--- src/solid_color_frame_detector_top_macros.svh ---
// assertion macros for the solid colour frame detector
`ifndef SOLID_COLOR_FRAME_DETECTOR_TOP_MACROS_SVH
`define SOLID_COLOR_FRAME_DETECTOR_TOP_MACROS_SVH

// same-cycle implication, checked out of reset
`define SCFD_ASSERT_SAME(lbl, ante, cons, msg) \
  lbl: assert property (@(posedge clk) disable iff (!rst_n) (ante) |-> (cons)) \
    else $error(msg);

// next-cycle implication, checked out of reset
`define SCFD_ASSERT_NEXT(lbl, ante, cons, msg) \
  lbl: assert property (@(posedge clk) disable iff (!rst_n) (ante) |=> (cons)) \
    else $error(msg);

`endif

--- src/scfd_pkg.sv ---
`timescale 1ns / 1ps
`default_nettype none
package scfd_pkg;

  localparam int CHAN_W     = 8;
  localparam int STEP_W     = 10;
  localparam int THRESH_W   = 9;
  localparam int COUNT_W    = 25;
  localparam int CFG_IDX_W  = 3;
  localparam int CFG_DATA_W = 10;

  localparam logic [COUNT_W-1:0] COUNT_MAX = '1;

  // configuration register indexes
  typedef enum logic [CFG_IDX_W-1:0] {
    REG_REF_RED        = 3'd0,
    REG_REF_GREEN      = 3'd1,
    REG_REF_BLUE       = 3'd2,
    REG_BGR_ORDER      = 3'd3,
    REG_STEP_X         = 3'd4,
    REG_STEP_Y         = 3'd5,
    REG_FILL_THRESHOLD = 3'd6
  } cfg_reg_t;

  typedef struct packed {
    logic [CHAN_W-1:0] chan_first;
    logic [CHAN_W-1:0] chan_second;
    logic [CHAN_W-1:0] chan_third;
    logic              line_end;
    logic              frame_end;
  } pixel_t;

  typedef struct packed {
    logic               solid_color;
    logic [COUNT_W-1:0] matched_samples;
    logic [COUNT_W-1:0] total_samples;
  } result_t;

  typedef struct packed {
    logic [CHAN_W-1:0]   ref_red;
    logic [CHAN_W-1:0]   ref_green;
    logic [CHAN_W-1:0]   ref_blue;
    logic                bgr_order;
    logic [STEP_W-1:0]   step_x;
    logic [STEP_W-1:0]   step_y;
    logic [THRESH_W-1:0] fill_threshold;
  } cfg_t;

  // per-pixel decision handed from the sampler to the counters
  typedef struct packed {
    logic sampled;
    logic matched;
    logic frame_end;
  } sample_ctl_t;

endpackage
`default_nettype wire

--- src/scfd_stream_if.sv ---
`timescale 1ns / 1ps
`default_nettype none
interface scfd_stream_if #(
  parameter type payload_t = logic
) ();

  logic     valid;
  logic     ready;
  payload_t payload;

  modport source (output valid, output payload, input ready);
  modport sink   (input valid, input payload, output ready);

endinterface
`default_nettype wire

--- src/scfd_cfg_regs.sv ---
`timescale 1ns / 1ps
`default_nettype none
module scfd_cfg_regs
  import scfd_pkg::*;
(
  input  wire logic                  clk,
  input  wire logic                  rst_n,
  input  wire logic                  cfg_we,
  input  wire logic [CFG_IDX_W-1:0]  cfg_index,
  input  wire logic [CFG_DATA_W-1:0] cfg_data,
  output cfg_t                       cfg
);

  cfg_t cfg_r;

  // register writes, defaults on reset
  always_ff @(posedge clk) begin
    if (!rst_n) begin
      cfg_r.ref_red        <= CHAN_W'(0);
      cfg_r.ref_green      <= CHAN_W'(154);
      cfg_r.ref_blue       <= CHAN_W'(0);
      cfg_r.bgr_order      <= 1'b0;
      cfg_r.step_x         <= STEP_W'(10);
      cfg_r.step_y         <= STEP_W'(10);
      cfg_r.fill_threshold <= THRESH_W'(192);
    end else if (cfg_we) begin
      unique case (cfg_reg_t'(cfg_index))
        REG_REF_RED:        cfg_r.ref_red        <= cfg_data[CHAN_W-1:0];
        REG_REF_GREEN:      cfg_r.ref_green      <= cfg_data[CHAN_W-1:0];
        REG_REF_BLUE:       cfg_r.ref_blue       <= cfg_data[CHAN_W-1:0];
        REG_BGR_ORDER:      cfg_r.bgr_order      <= cfg_data[0];
        REG_STEP_X:         cfg_r.step_x         <= cfg_data[STEP_W-1:0];
        REG_STEP_Y:         cfg_r.step_y         <= cfg_data[STEP_W-1:0];
        REG_FILL_THRESHOLD: cfg_r.fill_threshold <= cfg_data[THRESH_W-1:0];
        default: ;
      endcase
    end
  end

  assign cfg = cfg_r;

endmodule
`default_nettype wire

--- src/scfd_sampler.sv ---
`timescale 1ns / 1ps
`default_nettype none
module scfd_sampler
  import scfd_pkg::*;
(
  input  wire logic         clk,
  input  wire logic         rst_n,
  input  wire logic         step_en,
  input  wire cfg_t         cfg,
  input  wire pixel_t       pix,
  output sample_ctl_t       ctl
);

  logic [STEP_W-1:0] col_phase_r, col_phase_nxt;
  logic [STEP_W-1:0] line_phase_r, line_phase_nxt;
  logic [CHAN_W-1:0] want_first, want_third;

  // step of zero counts as one; wrap once the phase reaches step minus one
  function automatic logic [STEP_W-1:0] next_phase(input logic [STEP_W-1:0] phase,
                                                   input logic [STEP_W-1:0] step);
    logic [STEP_W:0]   inc;
    logic [STEP_W-1:0] lim;
    inc = (STEP_W+1)'(phase) + (STEP_W+1)'(1);
    lim = (step == '0) ? STEP_W'(1) : step;
    if (inc >= (STEP_W+1)'(lim)) return '0;
    return inc[STEP_W-1:0];
  endfunction

  // reference channels in stream order
  assign want_first = cfg.bgr_order ? cfg.ref_blue : cfg.ref_red;
  assign want_third = cfg.bgr_order ? cfg.ref_red  : cfg.ref_blue;

  // sample and match decision
  always_comb begin
    ctl.sampled   = (col_phase_r == '0) && (line_phase_r == '0);
    ctl.matched   = (pix.chan_first == want_first) && (pix.chan_second == cfg.ref_green)
                    && (pix.chan_third == want_third);
    ctl.frame_end = pix.frame_end;
  end

  // phase update
  always_comb begin
    col_phase_nxt  = col_phase_r;
    line_phase_nxt = line_phase_r;
    priority if (pix.frame_end) begin
      col_phase_nxt  = '0;
      line_phase_nxt = '0;
    end else if (pix.line_end) begin
      col_phase_nxt  = '0;
      line_phase_nxt = next_phase(line_phase_r, cfg.step_y);
    end else begin
      col_phase_nxt  = next_phase(col_phase_r, cfg.step_x);
    end
  end

  always_ff @(posedge clk) begin
    if (!rst_n) begin
      col_phase_r  <= '0;
      line_phase_r <= '0;
    end else if (step_en) begin
      col_phase_r  <= col_phase_nxt;
      line_phase_r <= line_phase_nxt;
    end
  end

endmodule
`default_nettype wire

--- src/scfd_counter.sv ---
`timescale 1ns / 1ps
`default_nettype none
module scfd_counter
  import scfd_pkg::*;
(
  input  wire logic                clk,
  input  wire logic                rst_n,
  input  wire logic                step_en,
  input  wire sample_ctl_t         ctl,
  input  wire logic [THRESH_W-1:0] fill_threshold,
  input  wire logic                res_ready,
  output logic                     res_valid,
  output result_t                  res
);

  localparam int PROD_W = THRESH_W + COUNT_W;

  logic [COUNT_W-1:0]  match_cnt_r, match_cnt_nxt;
  logic [COUNT_W-1:0]  sample_cnt_r, sample_cnt_nxt;
  logic [COUNT_W-1:0]  res_match_r, res_total_r;
  logic [THRESH_W-1:0] res_thresh_r;
  logic                res_valid_r;
  logic                count_en;
  logic                load;
  logic [PROD_W-1:0]   lhs, rhs;

  // counting stops once the sample count saturates
  assign count_en       = ctl.sampled && (sample_cnt_r != COUNT_MAX);
  assign match_cnt_nxt  = match_cnt_r + COUNT_W'(count_en && ctl.matched);
  assign sample_cnt_nxt = sample_cnt_r + COUNT_W'(count_en);
  assign load           = step_en && ctl.frame_end;

  // frame counters
  always_ff @(posedge clk) begin
    if (!rst_n) begin
      match_cnt_r  <= '0;
      sample_cnt_r <= '0;
    end else if (load) begin
      match_cnt_r  <= '0;
      sample_cnt_r <= '0;
    end else if (step_en) begin
      match_cnt_r  <= match_cnt_nxt;
      sample_cnt_r <= sample_cnt_nxt;
    end
  end

  // result register, a new frame result may replace one taken in the same cycle
  always_ff @(posedge clk) begin
    if (!rst_n) begin
      res_valid_r <= 1'b0;
    end else if (load) begin
      res_valid_r <= 1'b1;
    end else if (res_ready) begin
      res_valid_r <= 1'b0;
    end
  end

  always_ff @(posedge clk) begin
    if (load) begin
      res_match_r  <= match_cnt_nxt;
      res_total_r  <= sample_cnt_nxt;
      res_thresh_r <= fill_threshold;
    end
  end

  // matches * 256 against threshold * samples
  assign lhs = PROD_W'({res_match_r, 8'h00});
  assign rhs = PROD_W'(res_thresh_r) * PROD_W'(res_total_r);

  assign res_valid           = res_valid_r;
  assign res.solid_color     = lhs > rhs;
  assign res.matched_samples = res_match_r;
  assign res.total_samples   = res_total_r;

endmodule
`default_nettype wire

--- src/solid_color_frame_detector_top.sv ---
// flow: an accepted pixel is held in the input register and then counted in the
//   frame counters; a frame end pixel loads its result into the result register
// throughput: one pixel per cycle, set by the single counter update stage; a
//   frame end pixel waits only while the previous result is held and not taken
// reset: rst_n synchronous active low, clears phases, counters and valids and
//   loads the register defaults
`timescale 1ns / 1ps
`default_nettype none
`include "solid_color_frame_detector_top_macros.svh"
module solid_color_frame_detector_top
  import scfd_pkg::*;
(
  input  wire logic                  clk,
  input  wire logic                  rst_n,
  input  wire logic                  cfg_we,
  input  wire logic [CFG_IDX_W-1:0]  cfg_index,
  input  wire logic [CFG_DATA_W-1:0] cfg_data,
  scfd_stream_if.sink                in_stream,
  scfd_stream_if.source              out_stream
);

  cfg_t        cfg;
  sample_ctl_t ctl;
  pixel_t      pix_r;
  logic        pix_valid_r;
  logic        proceed;
  logic        res_valid;
  result_t     res;

  scfd_cfg_regs u_cfg (
    .clk       (clk),
    .rst_n     (rst_n),
    .cfg_we    (cfg_we),
    .cfg_index (cfg_index),
    .cfg_data  (cfg_data),
    .cfg       (cfg)
  );

  // pixel stage moves on unless a frame end meets a result that is not taken
  assign proceed         = pix_valid_r &&
                           (!pix_r.frame_end || !res_valid || out_stream.ready);
  assign in_stream.ready = !pix_valid_r || proceed;

  // input register
  always_ff @(posedge clk) begin
    if (!rst_n) begin
      pix_valid_r <= 1'b0;
    end else if (in_stream.valid && in_stream.ready) begin
      pix_valid_r <= 1'b1;
    end else if (proceed) begin
      pix_valid_r <= 1'b0;
    end
  end

  always_ff @(posedge clk) begin
    if (in_stream.valid && in_stream.ready) begin
      pix_r <= in_stream.payload;
    end
  end

  scfd_sampler u_sampler (
    .clk     (clk),
    .rst_n   (rst_n),
    .step_en (proceed),
    .cfg     (cfg),
    .pix     (pix_r),
    .ctl     (ctl)
  );

  scfd_counter u_counter (
    .clk            (clk),
    .rst_n          (rst_n),
    .step_en        (proceed),
    .ctl            (ctl),
    .fill_threshold (cfg.fill_threshold),
    .res_ready      (out_stream.ready),
    .res_valid      (res_valid),
    .res            (res)
  );

  assign out_stream.valid   = res_valid;
  assign out_stream.payload = res;

  // checks
  `SCFD_ASSERT_SAME(a_match_le_total, res_valid, res.matched_samples <= res.total_samples, "matched count above sample count")
  `SCFD_ASSERT_SAME(a_frame_has_sample, res_valid, res.total_samples != '0, "frame result with no sample")
  `SCFD_ASSERT_NEXT(a_eof_loads_result, pix_valid_r && pix_r.frame_end && !res_valid, res_valid, "frame end did not load result")

endmodule
`default_nettype wire
--- src/flat_wrapper.sv ---
// flat-port wrapper written by rule: the top's interface ports become plain ports
module solid_color_frame_detector_top_flat import scfd_pkg::*;
  (clk, rst_n, cfg_we, cfg_index, cfg_data, in_stream_valid, in_stream_payload, in_stream_ready, out_stream_valid, out_stream_payload, out_stream_ready);
  scfd_stream_if in_stream_i ();
  scfd_stream_if out_stream_i ();
  input  wire logic clk;
  input  wire logic rst_n;
  input  wire logic cfg_we;
  input  wire logic [CFG_IDX_W-1:0] cfg_index;
  input  wire logic [CFG_DATA_W-1:0] cfg_data;
  input wire logic [$bits(in_stream_i.valid)-1:0] in_stream_valid;
  input wire logic [$bits(in_stream_i.payload)-1:0] in_stream_payload;
  output wire logic [$bits(in_stream_i.ready)-1:0] in_stream_ready;
  output wire logic [$bits(out_stream_i.valid)-1:0] out_stream_valid;
  output wire logic [$bits(out_stream_i.payload)-1:0] out_stream_payload;
  input wire logic [$bits(out_stream_i.ready)-1:0] out_stream_ready;
  assign in_stream_i.valid = in_stream_valid;
  assign in_stream_i.payload = in_stream_payload;
  assign in_stream_ready = in_stream_i.ready;
  assign out_stream_valid = out_stream_i.valid;
  assign out_stream_payload = out_stream_i.payload;
  assign out_stream_i.ready = out_stream_ready;
  solid_color_frame_detector_top u_core (.clk(clk), .rst_n(rst_n), .cfg_we(cfg_we), .cfg_index(cfg_index), .cfg_data(cfg_data), .in_stream(in_stream_i), .out_stream(out_stream_i));
endmodule
--- config.mk ---
export PLATFORM = sky130hd
export DESIGN_NAME = solid_color_frame_detector_top_flat
export DESIGN_NICKNAME = d
export VERILOG_FILES = /design/src/scfd_pkg.sv /design/src/scfd_stream_if.sv /design/src/scfd_cfg_regs.sv /design/src/scfd_sampler.sv /design/src/scfd_counter.sv /design/src/solid_color_frame_detector_top.sv /design/src/flat_wrapper.sv
export VERILOG_INCLUDE_DIRS = /design/src /design/src/src
export SDC_FILE = /design/constraint.sdc
export NUM_CORES = 1
export LEC_CHECK = 0
export BUFFER_PORTS_ARGS = -buffer_cell sky130_fd_sc_hd__buf_2
export CAP_MARGIN = 20
export CORE_ASPECT_RATIO = 0.7
export CORE_MARGIN = 1.5
export CORE_UTILIZATION = 55
export CTS_CLUSTER_DIAMETER = 80
export DETAILED_ROUTE_END_ITERATION = 12
export PLACE_DENSITY = 0.81
export SYNTH_ARGS = -nofsm -noshare
export SYNTH_HDL_FRONTEND = slang
export SYNTH_HIERARCHICAL = 1
export SYNTH_SLANG_ARGS = --single-unit
--- constraint.sdc ---
create_clock -name clk -period 5.8 [get_ports clk]
set_clock_uncertainty 0.15 [all_clocks]
set_input_delay 0.87 -clock clk [delete_from_list [all_inputs] [get_ports clk]]
set_output_delay 0.87 -clock clk [all_outputs]
set_load 0.03 [all_outputs]
==> results of run 1 <==
[worst min path at each step]
| stage | from | endpoint | slack [ns] |
|---|---|---|---|
| after floorplan | u_core/u_cfg/cfg[23] | u_core/u_cfg/cfg[23] | 0.28 |
| after global placement | u_core/u_cfg/cfg[19] | u_core/u_cfg/cfg[19] | 0.30 |
| after detailed placement | u_core/u_cfg/cfg[23] | u_core/u_cfg/cfg[23] | 0.31 |
| after CTS | u_core/u_cfg/cfg[23] | u_core/u_cfg/cfg[23] | 0.32 |
| after global routing | u_core/u_cfg/cfg[24] | u_core/u_cfg/cfg[24] | 0.34 |
| final | u_core/u_cfg/cfg[23] | u_core/u_cfg/cfg[23] | 0.31 |
[registers in the layout (all words and copies together), names as in the netlist]
register,cells
u_core/u_sampler/col_phase_r,10
u_core/pix_r,1
u_core/u_counter/res_valid,1
u_core/u_counter/sample_cnt_r,25
u_core/u_counter/res_total_r,1
u_core/pix_valid_r,1
u_core/u_cfg/cfg,20
u_core/u_sampler/line_phase_r,10
[stage by stage]
stage | worst slack, ns | power (W) | std cells
after floorplan | 2.97 | 0.000536 | 460
after global placement | 2.75 | 0.000549 | 548
after detailed placement | 2.48 | 0.000551 | 548
after CTS | 2.47 | 0.000939 | 564
after global routing | 2.19 | 0.000971 | 564
final | 2.47 | 0.000933 | 564
[critical path: stages (launching register included)]
cell	delay [ns]
dfxtp_1	0.36
inv_1	0.10
ha_1	0.16
nor4b_1	0.27
nand4_1	0.14
nor4_1	0.29
o41a_1	0.21
ha_1	0.19
ha_1	0.21
nand2_1	0.13
nor3_4	0.24
and2_4	0.19
nand4_4	0.12
or3_1	0.35
a21oi_1	0.14
[power by group]
part / total (W) / leakage (nW) / internal (W) / switching, W
clock network: 0.000391 / 0.104 / 0.000216 / 0.000176
registers: 0.000487 / 0.559 / 0.000482 / 0.00000542
logic: 0.0000546 / 1.14 / 0.0000200 / 0.0000346
[routing by layer]
| metal | vias up | wire length, µm | track usage |
|---|---|---|---|
| met2 | 56 | 3540 | 0.369 |
| met3 | 15 | 383 | 0.0776 |
| met5 | - | 0 | 0 |
| li1 | 1533 | - | - |
| met1 | 1479 | 3910 | 0.311 |
| met4 | 0 | 139 | 0.0654 |
[layout make-up]
cell class                      instances  area [µm²]
Tap cell                               94         118
Sequential cell                        69        1400
Clock buffer                           14         194
Inverter                               44         165
Fill cell                             570        2580
Timing Repair Buffer                   22         113
Multi-Input combinational cell        319        2140
Clock inverter                          2        12.5
[cell usage in the layout, fill, tap and decap left out, drive strengths merged, types with 2 or more instances in the layout]
master   count
nand2       69
and3         6
a2111oi      2
nand3       18
a41o         2
mux2i       22
and2         3
clkbuf      14
nand2b       3
nor2b        8
o31ai        3
a21boi       2
conb         3
ha          26
nand3b       7
a21oi       11
nor4         6
and4         3
nand4b       2
a21o         2
nor2        34
o211ai       2
dfxtp       67
xor2        27
o21ai       22
buf         22
or3          5
nand4        9
nor3         4
xnor2        9
nor4b        2
o32ai        2
edfxtp       2
inv         44
==> tab_implementation.tex, run 1 <==
\begin{tabular}{lr}
\hline
Metric & Value \\
\hline
\multicolumn{2}{l}{\textbf{Outcome}} \\
\quad Result of the run & completed \\
\multicolumn{2}{l}{\textbf{Route}} \\
\quad DRC violation count after routing & 0 \\
\quad Total vias in the final route & between 3k and 4k \\
\quad Number of vias per cell & between 5 and 6 \\
\quad 1st-pass router iterations & 4 \\
\quad Total wire length after detailed routing & 7970 µm \\
\quad Routed len/inst & $\sim$14 µm \\
\quad Remaining antenna violation count & 0 \\
\quad Initial drt markers & roughly 150 \\
\multicolumn{2}{l}{\textbf{Setup path}} \\
\quad CP endpoint kind & flop \\
\quad Arrival time at the worst endpoint & about 3.4 ns \\
\quad Startpoint type of the worst setup path & flop \\
\quad Required time reported for the critical path endpoint & 5.91 ns \\
\quad Setup Crit Path Kind & reg2reg \\
\quad Launching element of the worst setup path & u\_core/u\_sampler/col\_phase\_r[0] \\
\quad Worst flop-to-flop path endpoint & u\_core/u\_counter/sample\_cnt\_r[20] \\
\quad Worst setup endpoint & u\_core/u\_counter/sample\_cnt\_r[20] \\
\quad Source of the worst register-to-register timing path & u\_core/u\_sampler/col\_phase\_r[0] \\
\quad Register-to-Register Setup Slack & about 2.5 ns \\
\quad Maximum fanout encountered on the critical timing path & 6 \\
\quad Length in cells of the worst reg-to-reg path & 14 \\
\multicolumn{2}{l}{\textbf{Clocking}} \\
\quad Number of H-tree branching levels & 3 \\
\quad Clock tree from TritonCTS & done \\
\quad Number of clock sinks & about 70 \\
\quad Number of CTS-inserted buffers & 9 \\
\quad Clock latency at the later pin of the worst-skew pair & 0.35 ns \\
\quad Maximum buffer depth of the clock tree & 2 \\
\quad CTS Hold Bufs & 0 \\
\quad Clk pin slew, worst setup/hold paths & about 0.070 ns \\
\quad Post-cts repair resize count & 0 \\
\quad Clock root cell & clkbuf\_8 \\
\quad Postcts setup bufs & 0 \\
\multicolumn{2}{l}{\textbf{Floorplan}} \\
\quad Core Region & 0.00673 mm² \\
\quad Starting Density & 0.569 \\
\quad Die Span Y & between 70 and 80 µm \\
\quad Total die area & $\sim$0.0075 mm² \\
\quad Die extent in x & approximately 100 µm \\
\quad Placement Rows & 25 \\
\quad Ports & 22 \\
\multicolumn{2}{l}{\textbf{Synthesis}} \\
\quad Gate count after technology mapping & between 400 and 500 \\
\quad Post-synthesis instance area & roughly 0.0038 mm² \\
\quad Synthesized area per cell & between 8 and 9 µm² \\
\quad Number of warning messages in the yosys log & 6 \\
\multicolumn{2}{l}{\textbf{Timing}} \\
\quad Period minus WS final & about 3.3 ns \\
\quad Transition at the pin with the smallest max-transition slack & approximately 0.85 ns \\
\quad Final setup fails & 0 \\
\quad Setup repair after global routing missed its margin & false \\
\quad Final hold violations & 0 \\
\quad Setup tns final & 0 ns \\
\quad Remaining max-slew budget at the tightest pin & 0.432 \\
\quad Highest Clock Rate & 300 MHz \\
\quad Worst hold slack after final layout & 0.315 ns \\
\quad Number of pins exceeding their max-slew limit in the final report & 0 \\
\quad Fraction of the cycle the final worst path needs & 0.574 \\
\multicolumn{2}{l}{\textbf{Power and ir drop}} \\
\quad Worst-case vdd ir drop & between 100 and 150 µV \\
\quad Standby leakage power & $\sim$1.8 nW \\
\quad Power density relative to cell area & 225 mW/mm² \\
\multicolumn{2}{l}{\textbf{Final layout}} \\
\quad Area Growth Syn to Fin & 8.44\% \\
\quad Count of antenna diodes in the layout & 0 \\
\quad Share of final-layout standard cells stronger than drive strength 1 & 0.104 \\
\quad Final std cell area, no fill & slightly above 0.004 mm² \\
\quad Nets & 510 \\
\quad Post-layout utilization of the core & 0.617 \\
\multicolumn{2}{l}{\textbf{Global routing}} \\
\quad Gr ovfl total & 0 \\
\quad Initial antenna violation count & 0 \\
\quad Global-route total usage across every layer & 0.235 \\
\quad Global-route wire length before repair & around 14000 µm \\
\quad Maximum number of pins on one net before global-route repair & 50 \\
\quad Vias in the first global route & 3010 \\
\multicolumn{2}{l}{\textbf{Placed design}} \\
\quad Total of buffers placed on input and output ports & 21 \\
\quad Global placement routability congestion & around 0.86 \\
\quad Half-perimeter wire length after placement & 5840 µm \\
\quad Placement-stage cell area & approximately 0.004 mm² \\
\multicolumn{2}{l}{\textbf{Hold path}} \\
\quad Hold crit path type & reg2reg \\
\quad Number of instances on the worst hold path & 2 \\
\multicolumn{2}{l}{\textbf{Run}} \\
\quad Number of max-cap violations & 0 \\
\hline
\end{tabular}
(Power assumes the default switching activity.)
==> run 2: changes to the inputs <==
==> constraint.sdc (replaced) <==
create_clock -name clk -period 3.45 [get_ports clk]
set_clock_uncertainty 0.15 [all_clocks]
set_input_delay 0.5175 -clock clk [delete_from_list [all_inputs] [get_ports clk]]
set_output_delay 0.5175 -clock clk [all_outputs]
set_load 0.03 [all_outputs]
==> run 2 against run 1 <==
Sequential share of layout area fell by 0.081 points. First-iteration DRC count fell by 2.8%. Register-to-register slack got worse by 2.3 ns. Total power rose by 68%. Core utilization rose by 0.15 points. Hold slack got worse by 0.10 ns. Die area did not move. Routed wire length fell by 1.7%. Sequential power rose by 68%. Maximum frequency rose by 1.5%. Clock power rose by 69%. Setup slack got worse by 2.3 ns. Critical path type unchanged. Highest routed layer unchanged.
==> tab_implementation.tex, run 2 (synthesis results as in run 1) <==
\begin{tabular}{lr}
\hline
Metric & Value \\
\hline
\multicolumn{2}{l}{\textbf{Outcome}} \\
\quad Result of the run & completed \\
\multicolumn{2}{l}{\textbf{Floorplan}} \\
\quad Total die area & 0.00747 mm² (unchanged) \\
\quad Die extent in x & 103 µm (unchanged) \\
\quad Starting Density & 0.569 (unchanged) \\
\quad Die Span Y & 72.8 µm (unchanged) \\
\quad Ports & 22 (unchanged) \\
\quad Core Region & 0.00673 mm² (unchanged) \\
\quad Placement Rows & 25 (unchanged) \\
\multicolumn{2}{l}{\textbf{Setup path}} \\
\quad Worst path cell trace & nor4\_1 -> nand4\_1 -> nor4\_2 -> o41a\_1 -> ha\_1 -> ha\_1 -> nand2\_1 -> nor3\_4 -> and2\_4 -> nand4\_4 -> or3\_1 -> a21oi\_1 \\
\quad Library cell contributing the largest single delay on the critical path & nor4\_1 \\
\quad Startpoint type of the worst setup path & flop \\
\quad Maximum fanout encountered on the critical timing path & 5 (-1) \\
\quad Buffering stage count on the worst path with inverters included & 0 (-1) \\
\quad Cell family with the largest share of critical-path delay & simple AND/OR/NAND/NOR gates \\
\quad CP endpoint kind & flop \\
\quad CP max stage delay & 0.49 ns (+0.13 ns) \\
\quad Required time reported for the critical path endpoint & 3.55 ns (-2.36 ns) \\
\quad Register-to-Register Setup Slack & 0.17 ns (-2.30 ns) \\
\quad Setup Crit Path Kind & reg2reg \\
\quad Worst flop-to-flop path endpoint & u\_core/u\_counter/sample\_cnt\_r[20] \\
\quad Source of the worst register-to-register timing path & u\_core/u\_sampler/line\_phase\_r[6] \\
\quad Most frequent cell on the critical path & ha\_1 \\
\quad Length in cells of the worst reg-to-reg path & 12 (-2) \\
\quad Arrival time at the worst endpoint & 3.38 ns (-0.06 ns) \\
\multicolumn{2}{l}{\textbf{Placed design}} \\
\quad Cell total after placement & 549 (+0.18\%) \\
\quad Total of buffers placed on input and output ports & 21 (unchanged) \\
\quad Half-perimeter wire length after placement & 5670 µm (-3.0\%) \\
\quad Global placement routability congestion & 0.878 (+2.0\%) \\
\multicolumn{2}{l}{\textbf{Route}} \\
\quad DRC violation count after routing & 0 (unchanged) \\
\quad Remaining antenna violation count & 0 (unchanged) \\
\quad Number of vias per cell & 5.44 (-0.50\%) \\
\quad Routed len/inst & 13.9 µm (-1.8\%) \\
\quad Total wire length after detailed routing & 7830 µm (-1.7\%) \\
\quad 1st-pass router iterations & 4 (unchanged) \\
\quad Total vias in the final route & 3073 (-0.32\%) \\
\quad Initial drt markers & 141 (-2.8\%) \\
\multicolumn{2}{l}{\textbf{Global routing}} \\
\quad Global-route total usage across every layer & 0.230 (-0.00564) \\
\quad Maximum number of pins on one net before global-route repair & 34 (-32\%) \\
\quad Global-route wire length before repair & 13300 µm (-2.0\%) \\
\quad Initial antenna violation count & 0 (unchanged) \\
\quad Vias in the first global route & 2850 (-5.3\%) \\
\quad Gr ovfl total & 0 (unchanged) \\
\multicolumn{2}{l}{\textbf{Clocking}} \\
\quad Number of clock sinks & 69 (unchanged) \\
\quad Number of H-tree branching levels & 3 (unchanged) \\
\quad CTS Hold Bufs & 0 (unchanged) \\
\quad Clock root cell & clkbuf\_8 \\
\quad Number of CTS-inserted buffers & 9 (unchanged) \\
\quad Clock latency at the later pin of the worst-skew pair & 0.34 ns (about the same) \\
\quad Post-cts repair resize count & 0 (unchanged) \\
\quad Postcts setup bufs & 0 (unchanged) \\
\quad Clock tree from TritonCTS & done \\
\quad Maximum buffer depth of the clock tree & 2 (unchanged) \\
\quad Clk pin slew, worst setup/hold paths & 0.07 ns (about the same) \\
\multicolumn{2}{l}{\textbf{Final layout}} \\
\quad Filler cells & 566 (-0.70\%) \\
\quad Commonest non-fill, non-tap cells in the layout & nand2\_1, dfxtp\_1, inv\_1 \\
\quad Nets & 511 (+0.20\%) \\
\quad Share of final-layout standard cells stronger than drive strength 1 & 0.104 (-0.000221) \\
\quad Area Growth Syn to Fin & 8.70\% \\
\quad Commonest non-fill, non-tap cell in the layout & nand2\_1 \\
\quad Register with the highest flop count & u\_core/u\_counter/sample\_cnt\_r \\
\quad Largest register FFs & 25 (unchanged) \\
\quad Final standard cell count with taps included and fillers excluded & 565 (+0.18\%) \\
\quad Count of antenna diodes in the layout & 0 (unchanged) \\
\quad Post-layout utilization of the core & 0.618 (+0.00149) \\
\multicolumn{2}{l}{\textbf{Timing}} \\
\quad Period minus WS final & 3.28 ns (-0.0501 ns) \\
\quad Highest Clock Rate & 305 MHz (+1.5\%) \\
\quad Fraction of the cycle the final worst path needs & 0.951 (+0.377) \\
\quad Number of pins exceeding their max-slew limit in the final report & 0 (unchanged) \\
\quad Setup tns final & 0 ns (unchanged) \\
\quad Remaining max-slew budget at the tightest pin & 0.431 (-0.00120) \\
\quad Transition at the pin with the smallest max-transition slack & 0.852 ns (+0.00180 ns) \\
\quad Worst hold slack after final layout & 0.212 ns (-0.103 ns) \\
\quad Final setup fails & 0 (unchanged) \\
\quad Final hold violations & 0 (unchanged) \\
\quad Setup repair after global routing missed its margin & false \\
\multicolumn{2}{l}{\textbf{Hold path}} \\
\quad Hold crit path type & in2reg \\
\quad HP Start & in\_stream\_payload \\
\quad Terminating pin of the worst hold path & u\_core/pix\_r[0] \\
\quad Number of instances on the worst hold path & 1 (-1) \\
\multicolumn{2}{l}{\textbf{Power and ir drop}} \\
\quad Worst-case vdd ir drop & 198 µV (+87\%) \\
\quad Power density relative to cell area & 378 mW/mm² (+68\%) \\
\quad Standby leakage power & 1.81 nW (+0.19\%) \\
\multicolumn{2}{l}{\textbf{Run}} \\
\quad Number of max-cap violations & 0 (unchanged) \\
\hline
\end{tabular}
-- run 2: worst max-delay path by stage --
stage	start	end	slack [ns]	cells past startpoint
4_1_cts	u_core/u_sampler/col_phase_r[0]	u_core/u_counter/sample_cnt_r[20]	0.16	14
5_1_grt	u_core/u_sampler/line_phase_r[6]	u_core/u_counter/sample_cnt_r[22]	0.01	12
2_1_floorplan	u_core/u_sampler/col_phase_r[0]	u_core/u_counter/sample_cnt_r[20]	0.62	14
3_5_place_dp	u_core/u_sampler/col_phase_r[0]	u_core/u_counter/sample_cnt_r[22]	0.18	14
3_3_place_gp	u_core/u_sampler/line_phase_r[6]	u_core/u_counter/sample_cnt_r[20]	0.39	12
6_report	u_core/u_sampler/line_phase_r[6]	u_core/u_counter/sample_cnt_r[20]	0.17	12
-- run 2: metal layers --
metal,wire (µm),vias to the layer above,GRT usage
met4,77,0,0.0578
met3,422,10,0.0642
met5,0,-,0
met1,3920,1442,0.326
met2,3410,79,0.345
li1,-,1542,-
-- run 2: per-stage QoR --
step / cell area, µm² / power [W] / worst slack, ns
6_report: 4160 / 0.00157 / 0.170
5_1_grt: 4160 / 0.00164 / 0.0101
4_1_cts: 4140 / 0.00159 / 0.163
3_5_place_dp: 3950 / 0.000927 / 0.182
3_3_place_gp: 3950 / 0.000924 / 0.395
2_1_floorplan: 3830 / 0.000901 / 0.616
-- run 2: worst reg2reg max path, cell delays in order, from the launching register on --
cell     delay, ns
dfxtp_1       0.35
nor4_1        0.49
nand4_1       0.18
nor4_2        0.25
o41a_1        0.19
ha_1          0.19
ha_1          0.21
nand2_1       0.12
nor3_4        0.24
and2_4        0.20
nand4_4       0.12
or3_1         0.35
a21oi_1       0.15
-- run 2: where the power goes --
part           internal, W  switching, W
clock network     0.000375      0.000284
registers         0.000810    0.00000908
logic            0.0000346     0.0000576
total              0.00122      0.000350
-- run 2: final cells by class --
type                       instances  area (µm²)  area share
timing repair buffer              23         120      0.0289
clock inverter                     1        30.0     0.00722
tap                               94         118      0.0283
multi-input combinational        319        2160       0.519
sequential                        69        1400       0.337
inverter                          44         165      0.0397
clock buffer                      15         166      0.0400
